--- config.mk ---
export PLATFORM = sky130hd
export DESIGN_NAME = char_lcd_write_sequencer_core
export DESIGN_NICKNAME = d
export VERILOG_FILES = /design/src/rtl/clws_pkg.sv /design/src/rtl/clws_front.sv /design/src/rtl/clws_queue.sv /design/src/rtl/clws_back.sv /design/src/rtl/char_lcd_write_sequencer_core.sv
export SDC_FILE = /design/constraint.sdc
export NUM_CORES = 2
export LEC_CHECK = 0
export BUFFER_PORTS_ARGS = -buffer_cell sky130_fd_sc_hd__buf_2
export CAP_MARGIN = 15
export CORE_MARGIN = 5
export CORE_UTILIZATION = 45
export CTS_BUF_LIST = sky130_fd_sc_hd__clkbuf_8
export DETAILED_ROUTE_END_ITERATION = 10
export GPL_ROUTABILITY_DRIVEN = 0
export PLACE_DENSITY = 0.57
export RECOVER_POWER = 50
export SKIP_CTS_REPAIR_TIMING = 1
export SLEW_MARGIN = 20
export SYNTH_ARGS = -nofsm -noshare
export SYNTH_HDL_FRONTEND = slang
export SYNTH_SLANG_ARGS = --single-unit
--- constraint.sdc ---
create_clock -name i_clk -period 8.25 [get_ports i_clk]
set_input_delay 0.4125 -clock i_clk [delete_from_list [all_inputs] [get_ports i_clk]]
set_output_delay 0.4125 -clock i_clk [all_outputs]
set_load 0.02 [all_outputs]
--- src/rtl/clws_pkg.sv ---
// Shared types, constants and tables of the character LCD write sequencer.
package clws_pkg;

    localparam int CFG_W = 26;

    // Configuration register indexes.
    localparam logic [1:0] CFG_BUS_MODE    = 2'd0;
    localparam logic [1:0] CFG_ENABLE_HIGH = 2'd1;
    localparam logic [1:0] CFG_AFTER_PULSE = 2'd2;
    localparam logic [1:0] CFG_WAKEUP      = 2'd3;

    // Request codes.
    localparam logic [2:0] OP_CHAR    = 3'd0;
    localparam logic [2:0] OP_COMMAND = 3'd1;
    localparam logic [2:0] OP_NUMBER  = 3'd2;
    localparam logic [2:0] OP_GOTO    = 3'd3;
    localparam logic [2:0] OP_INIT    = 3'd4;

    localparam logic       RS_COMMAND = 1'b0;
    localparam logic       RS_DATA    = 1'b1;

    localparam logic [7:0] ASCII_ZERO  = 8'd48;
    localparam logic [7:0] ASCII_MINUS = 8'h2D;
    localparam logic [7:0] ROW0_BASE   = 8'h80;
    localparam logic [7:0] ROW1_BASE   = 8'hC0;
    localparam logic [7:0] MAX_COLUMN  = 8'd15;

    // floor(x / 10) == (x * RECIP10) >> RECIP10_SHIFT for every 32-bit x.
    localparam logic [31:0] RECIP10       = 32'hCCCC_CCCD;
    localparam int          RECIP10_SHIFT = 35;

    localparam logic [2:0] INIT4_LEN = 3'd6;
    localparam logic [2:0] INIT8_LEN = 3'd4;

    typedef struct packed {
        logic              bus_mode;
        logic [CFG_W-1:0]  enable_high;
        logic [CFG_W-1:0]  after_pulse;
        logic [CFG_W-1:0]  wakeup;
    } t_cfg;

    // One byte queued for the bus side.
    typedef struct packed {
        logic       rs;
        logic [7:0] value;
        logic       last;
        logic       wake;   // power-up wait comes before this byte
    } t_xfer;

    typedef enum logic [2:0] {
        F_IDLE,
        F_SINGLE,
        F_SIGN,
        F_DIV,
        F_REM,
        F_DIGITS,
        F_INIT
    } t_fstate;

    typedef enum logic [2:0] {
        B_IDLE,
        B_WAKE,
        B_HIGH,
        B_GAP,
        B_OUT
    } t_bstate;

    function automatic logic [7:0] init_byte(input logic four_bit, input logic [2:0] idx);
        logic [7:0] b;
        b = 8'h00;
        if (four_bit) begin
            case (idx)
                3'd0:    b = 8'h33;
                3'd1:    b = 8'h32;
                3'd2:    b = 8'h28;
                3'd3:    b = 8'h01;
                3'd4:    b = 8'h02;
                3'd5:    b = 8'h0C;
                default: b = 8'h00;
            endcase
        end else begin
            case (idx)
                3'd0:    b = 8'h38;
                3'd1:    b = 8'h01;
                3'd2:    b = 8'h02;
                3'd3:    b = 8'h0C;
                default: b = 8'h00;
            endcase
        end
        return b;
    endfunction

endpackage

--- src/rtl/clws_front.sv ---
// Request decoder: classifies requests and turns them into a series of bus bytes.
module clws_front import clws_pkg::*; #(
    parameter int MAX_DIGITS = 10
) (
    input  logic        i_clk,
    input  logic        i_rst_n,
    input  logic        i_valid,
    output logic        o_ready,
    input  logic [2:0]  i_operation,
    input  logic [7:0]  i_byte_value,
    input  logic [31:0] i_number,
    input  logic [7:0]  i_row,
    input  logic [7:0]  i_column,
    input  logic        i_bus_mode,
    output logic        o_push,
    output t_xfer       o_xfer,
    input  logic        i_full
);

    localparam int IDX_W = (MAX_DIGITS > 1) ? $clog2(MAX_DIGITS) : 1;
    localparam logic [IDX_W-1:0] TOP_IDX = IDX_W'(MAX_DIGITS - 1);

    t_fstate r_state, n_state;

    logic [7:0]       r_byte;
    logic             r_rs;
    logic [31:0]      r_mag;
    logic [63:0]      r_prod;
    logic [3:0]       r_dig [MAX_DIGITS];
    logic [IDX_W-1:0] r_n;
    logic [IDX_W-1:0] r_rd;
    logic [2:0]       r_idx;

    logic             w_accept;
    logic             w_want;
    logic [28:0]      w_quot;
    logic [31:0]      w_diff;
    logic             w_conv_done;
    logic [2:0]       w_init_len;
    logic [3:0]       w_col;
    logic [31:0]      w_mag_in;

    assign w_accept    = i_valid && o_ready;
    assign w_quot      = r_prod[63:RECIP10_SHIFT];
    assign w_diff      = r_mag - {w_quot, 3'b000} - {2'b00, w_quot, 1'b0};
    assign w_conv_done = (w_quot == 29'd0) || (r_n == TOP_IDX);
    assign w_init_len  = i_bus_mode ? INIT4_LEN : INIT8_LEN;
    assign w_col       = (i_column > MAX_COLUMN) ? 4'd0 : i_column[3:0];
    assign w_mag_in    = i_number[31] ? (~i_number + 32'd1) : i_number;

    // Next state.
    always_comb begin
        n_state = r_state;
        unique case (r_state)
            F_IDLE: begin
                if (i_valid) begin
                    unique case (i_operation) inside
                        OP_CHAR, OP_COMMAND, OP_GOTO: n_state = F_SINGLE;
                        OP_NUMBER: begin
                            if (i_number == 32'd0) begin
                                n_state = F_SINGLE;
                            end else if (i_number[31]) begin
                                n_state = F_SIGN;
                            end else begin
                                n_state = F_DIV;
                            end
                        end
                        OP_INIT: n_state = F_INIT;
                        default: n_state = F_IDLE;
                    endcase
                end
            end
            F_SINGLE: if (!i_full) n_state = F_IDLE;
            F_SIGN:   if (!i_full) n_state = F_DIV;
            F_DIV:    n_state = F_REM;
            F_REM:    n_state = w_conv_done ? F_DIGITS : F_DIV;
            F_DIGITS: if (!i_full && r_rd == '0) n_state = F_IDLE;
            F_INIT:   if (!i_full && r_idx == w_init_len - 3'd1) n_state = F_IDLE;
            default:  n_state = F_IDLE;
        endcase
    end

    // Outputs.
    always_comb begin
        o_ready      = 1'b0;
        w_want       = 1'b0;
        o_xfer.rs    = RS_COMMAND;
        o_xfer.value = 8'h00;
        o_xfer.last  = 1'b0;
        o_xfer.wake  = 1'b0;
        unique case (r_state)
            F_IDLE: o_ready = 1'b1;
            F_SINGLE: begin
                w_want       = 1'b1;
                o_xfer.rs    = r_rs;
                o_xfer.value = r_byte;
                o_xfer.last  = 1'b1;
            end
            F_SIGN: begin
                w_want       = 1'b1;
                o_xfer.rs    = RS_DATA;
                o_xfer.value = ASCII_MINUS;
            end
            F_DIGITS: begin
                w_want       = 1'b1;
                o_xfer.rs    = RS_DATA;
                o_xfer.value = ASCII_ZERO + {4'd0, r_dig[r_rd]};
                o_xfer.last  = (r_rd == '0);
            end
            F_INIT: begin
                w_want       = 1'b1;
                o_xfer.value = init_byte(i_bus_mode, r_idx);
                o_xfer.last  = (r_idx == w_init_len - 3'd1);
                o_xfer.wake  = (r_idx == 3'd0);
            end
            default: ;
        endcase
        o_push = w_want && !i_full;
    end

    always_ff @(posedge i_clk) begin
        if (!i_rst_n) begin
            r_state <= F_IDLE;
        end else begin
            r_state <= n_state;
        end
    end

    always_ff @(posedge i_clk) begin
        if (w_accept) begin
            r_n   <= '0;
            r_idx <= 3'd0;
            r_mag <= w_mag_in;
            case (i_operation)
                OP_CHAR: begin
                    r_rs   <= RS_DATA;
                    r_byte <= i_byte_value;
                end
                OP_GOTO: begin
                    r_rs   <= RS_COMMAND;
                    r_byte <= ((i_row == 8'd1) ? ROW1_BASE : ROW0_BASE) + {4'd0, w_col};
                end
                OP_NUMBER: begin
                    r_rs   <= RS_DATA;
                    r_byte <= ASCII_ZERO;
                end
                default: begin
                    r_rs   <= RS_COMMAND;
                    r_byte <= i_byte_value;
                end
            endcase
        end
        if (r_state == F_DIV) begin
            r_prod <= r_mag * RECIP10;
        end
        if (r_state == F_REM) begin
            r_dig[r_n] <= w_diff[3:0];
            r_mag      <= {3'd0, w_quot};
            r_rd       <= r_n;
            r_n        <= r_n + IDX_W'(1);
        end
        if (r_state == F_DIGITS && !i_full) begin
            r_rd <= r_rd - IDX_W'(1);
        end
        if (r_state == F_INIT && !i_full) begin
            r_idx <= r_idx + 3'd1;
        end
    end

    a_digit_range: assert property (@(posedge i_clk) disable iff (!i_rst_n)
        (r_state == F_REM) |-> (w_diff < 32'd10))
        else $error("decimal remainder out of range");

endmodule

--- src/rtl/clws_queue.sv ---
// Short queue of bus bytes between the request decoder and the bus sequencer.
module clws_queue import clws_pkg::*; #(
    parameter int DEPTH = 4
) (
    input  logic  i_clk,
    input  logic  i_rst_n,
    input  logic  i_push,
    input  t_xfer i_xfer,
    output logic  o_full,
    input  logic  i_pop,
    output t_xfer o_head,
    output logic  o_empty
);

    localparam int PTR_W = (DEPTH > 1) ? $clog2(DEPTH) : 1;
    localparam int CNT_W = $clog2(DEPTH + 1);

    t_xfer            r_mem [DEPTH];
    logic [PTR_W-1:0] r_wr, r_rd;
    logic [CNT_W-1:0] r_count;
    logic             w_wr_en, w_rd_en;

    assign o_full  = (r_count == CNT_W'(DEPTH));
    assign o_empty = (r_count == '0);
    assign w_wr_en = i_push && !o_full;
    assign w_rd_en = i_pop && !o_empty;
    assign o_head  = r_mem[r_rd];

    always_ff @(posedge i_clk) begin
        if (w_wr_en) begin
            r_mem[r_wr] <= i_xfer;
        end
    end

    always_ff @(posedge i_clk) begin
        if (!i_rst_n) begin
            r_wr    <= '0;
            r_rd    <= '0;
            r_count <= '0;
        end else begin
            if (w_wr_en) begin
                r_wr <= (r_wr == PTR_W'(DEPTH - 1)) ? '0 : r_wr + PTR_W'(1);
            end
            if (w_rd_en) begin
                r_rd <= (r_rd == PTR_W'(DEPTH - 1)) ? '0 : r_rd + PTR_W'(1);
            end
            if (w_wr_en && !w_rd_en) begin
                r_count <= r_count + CNT_W'(1);
            end else if (w_rd_en && !w_wr_en) begin
                r_count <= r_count - CNT_W'(1);
            end
        end
    end

    a_no_overflow: assert property (@(posedge i_clk) disable iff (!i_rst_n)
        r_count <= CNT_W'(DEPTH))
        else $error("queue fill count above depth");

    a_push_not_full: assert property (@(posedge i_clk) disable iff (!i_rst_n)
        i_push |-> !o_full)
        else $error("byte pushed into a full queue");

endmodule

--- src/rtl/clws_back.sv ---
// Bus sequencer: sends bytes as transfers, paced by wake-up, enable and gap counts.
module clws_back import clws_pkg::*; (
    input  logic       i_clk,
    input  logic       i_rst_n,
    input  t_cfg       i_cfg,
    input  logic       i_empty,
    input  t_xfer      i_head,
    output logic       o_pop,
    output logic       o_valid,
    input  logic       i_ready,
    output logic       o_rs,
    output logic [7:0] o_bus_value,
    output logic       o_last
);

    t_bstate          r_state, n_state;
    t_xfer            r_cur;
    logic             r_half;
    logic [CFG_W-1:0] r_cnt;
    logic             r_o_valid;
    logic             r_o_rs;
    logic [7:0]       r_o_value;
    logic             r_o_last;

    logic             w_load;
    logic             w_wait_wake;
    logic             w_cnt_zero;

    assign w_wait_wake = i_head.wake && (i_cfg.wakeup != '0);
    assign w_cnt_zero  = (r_cnt == '0);

    always_comb begin
        n_state = r_state;
        unique case (r_state)
            B_IDLE: if (!i_empty) n_state = w_wait_wake ? B_WAKE : B_HIGH;
            B_WAKE: if (w_cnt_zero) n_state = B_HIGH;
            B_HIGH: if (w_cnt_zero) n_state = B_GAP;
            B_GAP:  if (w_cnt_zero) n_state = B_OUT;
            B_OUT: begin
                if (!r_o_valid || i_ready) begin
                    n_state = (i_cfg.bus_mode && !r_half) ? B_HIGH : B_IDLE;
                end
            end
            default: n_state = B_IDLE;
        endcase
    end

    always_comb begin
        o_pop  = 1'b0;
        w_load = 1'b0;
        unique case (r_state)
            B_IDLE:  o_pop  = !i_empty;
            B_OUT:   w_load = !r_o_valid || i_ready;
            default: ;
        endcase
    end

    always_ff @(posedge i_clk) begin
        if (!i_rst_n) begin
            r_state   <= B_IDLE;
            r_o_valid <= 1'b0;
        end else begin
            r_state <= n_state;
            if (w_load) begin
                r_o_valid <= 1'b1;
            end else if (i_ready) begin
                r_o_valid <= 1'b0;
            end
        end
    end

    always_ff @(posedge i_clk) begin
        if (o_pop) begin
            r_cur  <= i_head;
            r_half <= 1'b0;
            r_cnt  <= w_wait_wake ? i_cfg.wakeup - CFG_W'(1) : i_cfg.enable_high - CFG_W'(1);
        end
        unique case (r_state)
            B_WAKE: r_cnt <= w_cnt_zero ? i_cfg.enable_high - CFG_W'(1) : r_cnt - CFG_W'(1);
            B_HIGH: r_cnt <= w_cnt_zero ? i_cfg.after_pulse - CFG_W'(1) : r_cnt - CFG_W'(1);
            B_GAP:  if (!w_cnt_zero) r_cnt <= r_cnt - CFG_W'(1);
            default: ;
        endcase
        if (w_load) begin
            r_o_rs <= r_cur.rs;
            if (i_cfg.bus_mode) begin
                // High nibble goes first; both ride in the low four bits.
                r_o_value <= r_half ? {4'd0, r_cur.value[3:0]} : {4'd0, r_cur.value[7:4]};
                r_o_last  <= r_cur.last && r_half;
                r_half    <= !r_half;
                r_cnt     <= i_cfg.enable_high - CFG_W'(1);
            end else begin
                r_o_value <= r_cur.value;
                r_o_last  <= r_cur.last;
            end
        end
    end

    assign o_valid     = r_o_valid;
    assign o_rs        = r_o_rs;
    assign o_bus_value = r_o_value;
    assign o_last      = r_o_last;

endmodule

--- src/rtl/char_lcd_write_sequencer_core.sv ---
// Top level of the character LCD write sequencer: configuration registers and wiring.
//
// Each request (character, command, signed number, go to row and column, or
// initialize) becomes one or more bus transfers on the output stream, each a
// register-select bit and a byte, or two nibble items (high nibble first) in
// four-bit mode; tlast marks the final transfer of a request. Every transfer
// is paced by the bus sequencer: it waits out the enable-high count and then
// the after-pulse count before it is offered, and the first transfer of an
// initialization first waits out the wakeup count. A number is converted
// one decimal digit at a time by a reciprocal multiply before its characters
// are queued; the decoder and the sequencer are joined by a four-entry
// queue, so the next request is taken as soon as the decoder has queued the
// last byte of the current one.
module char_lcd_write_sequencer_core import clws_pkg::*; #(
    parameter int MAX_DIGITS = 10
) (
    input  logic             i_clk,
    input  logic             i_rst_n,
    input  logic             i_cfg_we,
    input  logic [1:0]       i_cfg_addr,
    input  logic [CFG_W-1:0] i_cfg_wdata,
    input  logic             s_axis_tvalid,
    output logic             s_axis_tready,
    // [7:0] byte_value, [39:8] number, [47:40] row, [55:48] column
    input  logic [55:0]      s_axis_tdata,
    // [2:0] operation
    input  logic [2:0]       s_axis_tuser,
    output logic             m_axis_tvalid,
    input  logic             m_axis_tready,
    // [0] register_select, [8:1] bus_value, [15:9] zero
    output logic [15:0]      m_axis_tdata,
    output logic             m_axis_tlast
);

    t_cfg       r_cfg;
    logic       w_push, w_full, w_pop, w_empty;
    t_xfer      w_in_xfer, w_head;
    logic       w_rs;
    logic [7:0] w_bus_value;

    always_ff @(posedge i_clk) begin
        if (!i_rst_n) begin
            r_cfg.bus_mode    <= 1'b1;
            r_cfg.enable_high <= CFG_W'(50000);
            r_cfg.after_pulse <= CFG_W'(150000);
            r_cfg.wakeup      <= CFG_W'(50000000);
        end else if (i_cfg_we) begin
            unique case (i_cfg_addr)
                CFG_BUS_MODE:    r_cfg.bus_mode    <= i_cfg_wdata[0];
                CFG_ENABLE_HIGH: r_cfg.enable_high <= i_cfg_wdata;
                CFG_AFTER_PULSE: r_cfg.after_pulse <= i_cfg_wdata;
                CFG_WAKEUP:      r_cfg.wakeup      <= i_cfg_wdata;
                default: ;
            endcase
        end
    end

    clws_front #(
        .MAX_DIGITS (MAX_DIGITS)
    ) u_front (
        .i_clk        (i_clk),
        .i_rst_n      (i_rst_n),
        .i_valid      (s_axis_tvalid),
        .o_ready      (s_axis_tready),
        .i_operation  (s_axis_tuser),
        .i_byte_value (s_axis_tdata[7:0]),
        .i_number     (s_axis_tdata[39:8]),
        .i_row        (s_axis_tdata[47:40]),
        .i_column     (s_axis_tdata[55:48]),
        .i_bus_mode   (r_cfg.bus_mode),
        .o_push       (w_push),
        .o_xfer       (w_in_xfer),
        .i_full       (w_full)
    );

    clws_queue #(
        .DEPTH (4)
    ) u_queue (
        .i_clk   (i_clk),
        .i_rst_n (i_rst_n),
        .i_push  (w_push),
        .i_xfer  (w_in_xfer),
        .o_full  (w_full),
        .i_pop   (w_pop),
        .o_head  (w_head),
        .o_empty (w_empty)
    );

    clws_back u_back (
        .i_clk       (i_clk),
        .i_rst_n     (i_rst_n),
        .i_cfg       (r_cfg),
        .i_empty     (w_empty),
        .i_head      (w_head),
        .o_pop       (w_pop),
        .o_valid     (m_axis_tvalid),
        .i_ready     (m_axis_tready),
        .o_rs        (w_rs),
        .o_bus_value (w_bus_value),
        .o_last      (m_axis_tlast)
    );

    assign m_axis_tdata = {7'd0, w_bus_value, w_rs};

endmodule

# Word level (Yosys, flattened, before mapping)
# Memories as Yosys holds them, arrays and structs flattened. A register that Yosys moved wholly into a read port is not among the register bits.
# Index checks and enable logic that the tools add are counted.
[totals]
mem_bits_rw = 84
mem_count = 2
regBits = 256
[op_classes]
multipliers = 1
mux = 70
bitwise_logic = 1
eq_ne = 38
n_reduce_logical = 47
n_addsub = 17
order_cmp = 1
[mem_list]
columns = ["name", "depth", "word_bits", "read_ports", "rd_ports_with_merged_regs", "write_ports", "line_no", "rtl"]
rows = [
  ["u_queue.r_mem", 4, 11, 1, 1, 1, "clws_queue.sv:18", "t_xfer r_mem [DEPTH];"],
  ["u_front.r_dig", 10, 4, 1, 1, 1, "clws_front.sv:29", "logic [3:0] r_dig [MAX_DIGITS];"],
]
[op_table]
columns = ["cell", "count"]
rows = [
  ["two-way mux 26 bit", 7],
  ["subtractor 26 x 1 -> 26 bit (second input constant)", 4],
  ["case mux 26 bit (3 select lines)", 1],
  ["multiplier 32 x 32 -> 64 bit (second input constant)", 1],
  ["two-way mux 29 bit", 2],
  ["two-way mux 3 bit", 16],
  ["case mux 6 bit (6 select lines)", 1],
  ["adder 32 x 1 -> 32 bit (second input constant)", 1],
  ["logical NOT 32 bit", 1],
  ["two-way mux 32 bit", 1],
  ["NOT 32 bit", 1],
  ["case mux 8 bit (4 select lines)", 1],
  ["logical NOT 29 bit", 1],
  ["two-way mux 4 bit", 7],
  ["logical NOT 26 bit", 1],
  ["nonzero test 26 bit", 1],
  ["equality test 3 x 2 -> 1 bit (second input constant)", 8],
  ["equality test 3 bit (second input constant)", 8],
  ["case mux 6 bit (4 select lines)", 1],
  ["case mux 3 bit (7 select lines)", 1],
  ["two-way mux 1 bit", 17],
  ["case mux 8 bit (2 select lines)", 1],
  ["logical NOT 3 bit", 5],
  ["case mux 3 bit (5 select lines)", 1],
  ["other kinds (35)", 86],
]

# Logic depth before layout (Yosys ltp)
[logic_depth]
ltp_word = 9
depth_mapped = 27
mapped_depth_nobuf = 26

# By module
# From an unflattened synthesis, not the netlist that was laid out.
[hier_totals]
hier_cells = 3318
hier_area_um2 = 33291.9
[by_module_without_submodules]
columns = ["mod", "cells_per_inst", "instances", "area_each_um2", "seq_area_each_um2"]
rows = [
  ["clws_front", 2202, 1, 22875.7, 3743.6],
  ["clws_back", 686, 1, 5166.2, 1221.2],
  ["char_lcd_write_sequencer_core", 322, 1, 3189.3, 1581.5],
  ["clws_queue", 108, 1, 2060.7, 1501.4],
]

# Least setup slack after synthesis
# OpenSTA, ideal clock, no wires.
[synth_timing]
kind = "register -> register"
start = "register u_front.r_mag[16]"
end = "register u_front.r_prod[62] (data pin)"
required_ns = 7.982
path_stages_with_launch = 23
n_path_buf = 0
slack_ns = 1.478
setup_time_ns = 0.268
arrival_time_ns = 6.504
cell_sequence = "edfxtp_1 ha_1 inv_1 fa_1 inv_1 fa_1 inv_1 fa_1 inv_1 fa_1 fa_1 fa_1 fa_1 ha_1 nand2_1 nor2_1 nand4_1 nor4_1 o211ai_1 a2111o_1 a211oi_1 o2111a_1 a311oi_1"
[synth_between]
elab_chain_len = 1
[synth_lines]
columns = ["item", "line_no", "rtl"]
rows = [
  ["from (decl)", "clws_front.sv:27", "logic [31:0] r_mag;"],
  ["from (signal assigned)", "clws_front.sv:133", "r_mag <= w_mag_in;"],
  ["from (signal assigned)", "clws_front.sv:158", "r_mag <= {3'd0, w_quot};"],
  ["multiplier 32 x 32 -> 64 bit", "clws_front.sv:154", "r_prod <= r_mag * RECIP10;"],
  ["to (signal assigned)", "clws_front.sv:154", ""],
  ["to (decl)", "clws_front.sv:28", "logic [63:0] r_prod;"],
]
# Every way passes these cells.
# A chain may end at the register's enable or synchronous reset.

# Final worst setup path
[layout_timing]
start = "register u_front.r_mag[18]"
end = "register u_front.r_prod[63] (data pin)"
# The elaborated chain is that of the path after synthesis.

==> reports/metrics.yaml <==
skew_ns: 0.04515
drive_above_1_share_pct: 7.270
fin_nets: 4286
cp_max_fo: 6
grt_use_total_pct: 24.92
cp-start-kind: "flip-flop"
rsz0062_at_grt: "false"
drv_slew: 239
yosys-top-cells-count: "inv_1 (580), fa_1 (387), ha_1 (374)"
antenna_found_initial: 5
setup_viol: 0
outcome: "finished, violations left"
grt_first_pass_wirelength_mm: 151.3
synthFlopType: "edfxtp_1"
fin_hold_ws_ns: -0.02198
vias: 24470
timing.fmax_ghz: 0.1254
cap_violations: 5
min_period_over_period_pct: 96.67
dp_cells: 4312
cts_root_buf: "clkbuf_8"
dr.pass1.iters: 5
grt_max_degree: 94
synth_xor_xnor_area_share_pct: 5.353
crit_required_ns: 8.76
io-pin-count: 111
synth_compound_area_share_pct: 11.20
yosys_warnings: 0
h-tree-depth: 2
yosysMostFrequentCell: "inv_1"
yosys.area_share.simple_pct: 11.12
routedWlPerCell_um: 22.05
start_util_pct: 45.23
crit_path_end_kind: "flip-flop"
rows: 99
die_h_um: 280.3
cts_buffer_depth: 3
clk_pin_slew_ns: 0.07
die_w_um: 280.3
worstMarginPinSlew_ns: 3.658
hp-class: "in -> reg"
crit_path_max_incr_delay_ns: 0.63
area_growth_pct: 8.735
synth_top_family_by_area: "adder cells"
routed_wl_mm: 97.97
syn_inst: 3332
place_area_um2: 34330
dieArea_um2: 78590
overflow: 0
yosysUniqueCellTypes: 82
final_core_util_pct: 49.18
synth-seq-cells: 311
viasPerCell: 5.508
async_flop_share_pct: 0
synth_fa_ha_area_share_pct: 37.78
crit_top_cell: "fa_1"
cts_tree: "yes"
synthMuxAreaShare_pct: 1.917
netlist_area_um2: 32890
crit_buf_inv: 6
stdcell_area_um2: 35760
worst_path_dominant_cell_family: "adder cells"
crit_slowest_cell: "a2111oi_0"
violations: "negative hold slack, max-capacitance violations, max-slew violations"
synth.area.top_cells: "fa_1 (24%), edfxtp_1 (17%), ha_1 (14%)"
hold_violations: 5
insertion_delay_ns: 0.72
port_buffers: 103
drtIter0Drc: 1539
avgSynthCellArea_um2: 9.871
final_cells: 4443
final.min_clock_period_ns: 7.975
drtAntennaViolNets: 0
place_hpwl_mm: 80.99
fill_cells: 6792
cts_made_buffers: 57
path_cells: "ha_1, inv_1, fa_1, inv_1, fa_1, inv_1, fa_1, inv_1, fa_1, fa_1, fa_1, inv_1, fa_1, inv_1, ha_1, a21o_1, nand3b_1, a2111oi_0, nor2_1, a22oi_1, a2111o_1, a31oi_1, o21a_1, a311oi_1"
synth_edf_count: 182
yosys.area.top_type: "fa_1"
cts_sinks: 311
grt_pass1_vias: 25770
core_um2: 72710
yosysSeqAreaShare_pct: 24.47
crit_type: "reg -> reg"
synth_top_cell_area_share_pct: 23.56
drc: 0
cp.arrival_ns: 8.49
relSlewSlack_pct: -143.9
fin_tns_setup_ns: 0
[layout make-up]
type                            instances  area, um^2  share of cell area, %
Tap cell                              959        1200                  3.355
Inverter                              580        2177                  6.088
Multi-Input combinational cell       2333       22190                  62.05
Antenna cell                            4       10.01                0.02799
Sequential cell                       311        8048                  22.50
Clock buffer                           69       949.7                  2.656
Timing Repair Buffer                  150       880.8                  2.463
Clock inverter                         37       306.5                 0.8572
[cell usage in the layout, fill, tap and decap left out, types with 24 or more instances in the layout]
master | netlist | routed
inv_1 | 580 | 593
fa_1 | 387 | 387
ha_1 | 374 | 374
nand2_1 | 347 | 347
edfxtp_1 | 182 | 182
o21ai_0 | 134 | 134
dfxtp_1 | 129 | 129
nor2_1 | 121 | 120
xor2_1 | 110 | 110
a21oi_1 | 107 | 107
xnor2_1 | 91 | 91
buf_2 | 6 | 89
clkbuf_8 | 0 | 69
a21boi_0 | 58 | 58
a21o_1 | 56 | 56
nand3_1 | 50 | 50
nor3_1 | 47 | 47
nor2b_1 | 29 | 29
a211oi_1 | 26 | 26
and2_1 | 33 | 24
[final timing paths]
path | start | to | slack (ns) | depth (start not counted)
worst max-delay path | u_front.r_mag[18]$_DFFE_PP_ | u_front.r_prod[63]$_DFFE_PN_ | 0.27 | 24
worst min-delay path | i_cfg_wdata[4] | r_cfg[30]$_SDFFE_PN1P_ | -0.02 | 3
worst max register to register | u_front.r_mag[18]$_DFFE_PP_ | u_front.r_prod[63]$_DFFE_PN_ | 0.27 | 24
worst min register to register | u_back.r_cur[10]$_DFFE_PP_ | u_back.o_rs$_DFFE_PP_ | 0.43 | 0
[logic make-up after synthesis]
family / Yosys count
AOI/OAI and AO/OA: 556
xor gates and xnor gates: 201
adders and majority gates: 761
buffers and inverters: 694
DFF: 311
muxes: 38
other: 1
and+or+nand+nor: 770
[stage by stage]
step	worst slack (ns)	hold WS, ns
final	0.2749	-0.02198
after CTS	0.3945	-0.09462
after global routing	0.06734	0.002945
after global placement	0.6105	0.4091
after floorplan	1.478	0.4003
after detailed placement	0.4709	0.4229
[tightest hold or removal path, stage by stage]
cell     delay, ns
buf_2         0.11
nand2_1       0.05
nand3_1       0.07
[per-layer routing]
| metal | track usage [%] | wire length (um) |
|---|---|---|
| met5 | 0 | 0 |
| met4 | 7.884 | 3539 |
| met3 | 4.959 | 6615 |
| met2 | 42.31 | 47370 |
| met1 | 32.34 | 40440 |
[state kept, by name, summed over array words and instances (netlist names), 2 cells and up, named ones only]
name and cells:
r_cfg 79, u_queue.r_count 3, u_queue.r_mem 44, u_front.r_n 4, u_front.r_state 3, u_front.r_idx 3
u_front.r_byte 8, u_front.r_dig 40, u_queue.r_wr 2, u_back.r_state 3, u_queue.r_rd 2, u_front.r_rd 4
u_back.r_cnt 26, u_back.o_bus_value 8, u_front.r_prod 29, u_front.r_mag 32, u_back.r_cur 10
Power is left out: the tool's default activity adds up to more than one toggle a clock period on the data nets, which glitch-free logic cannot reach.
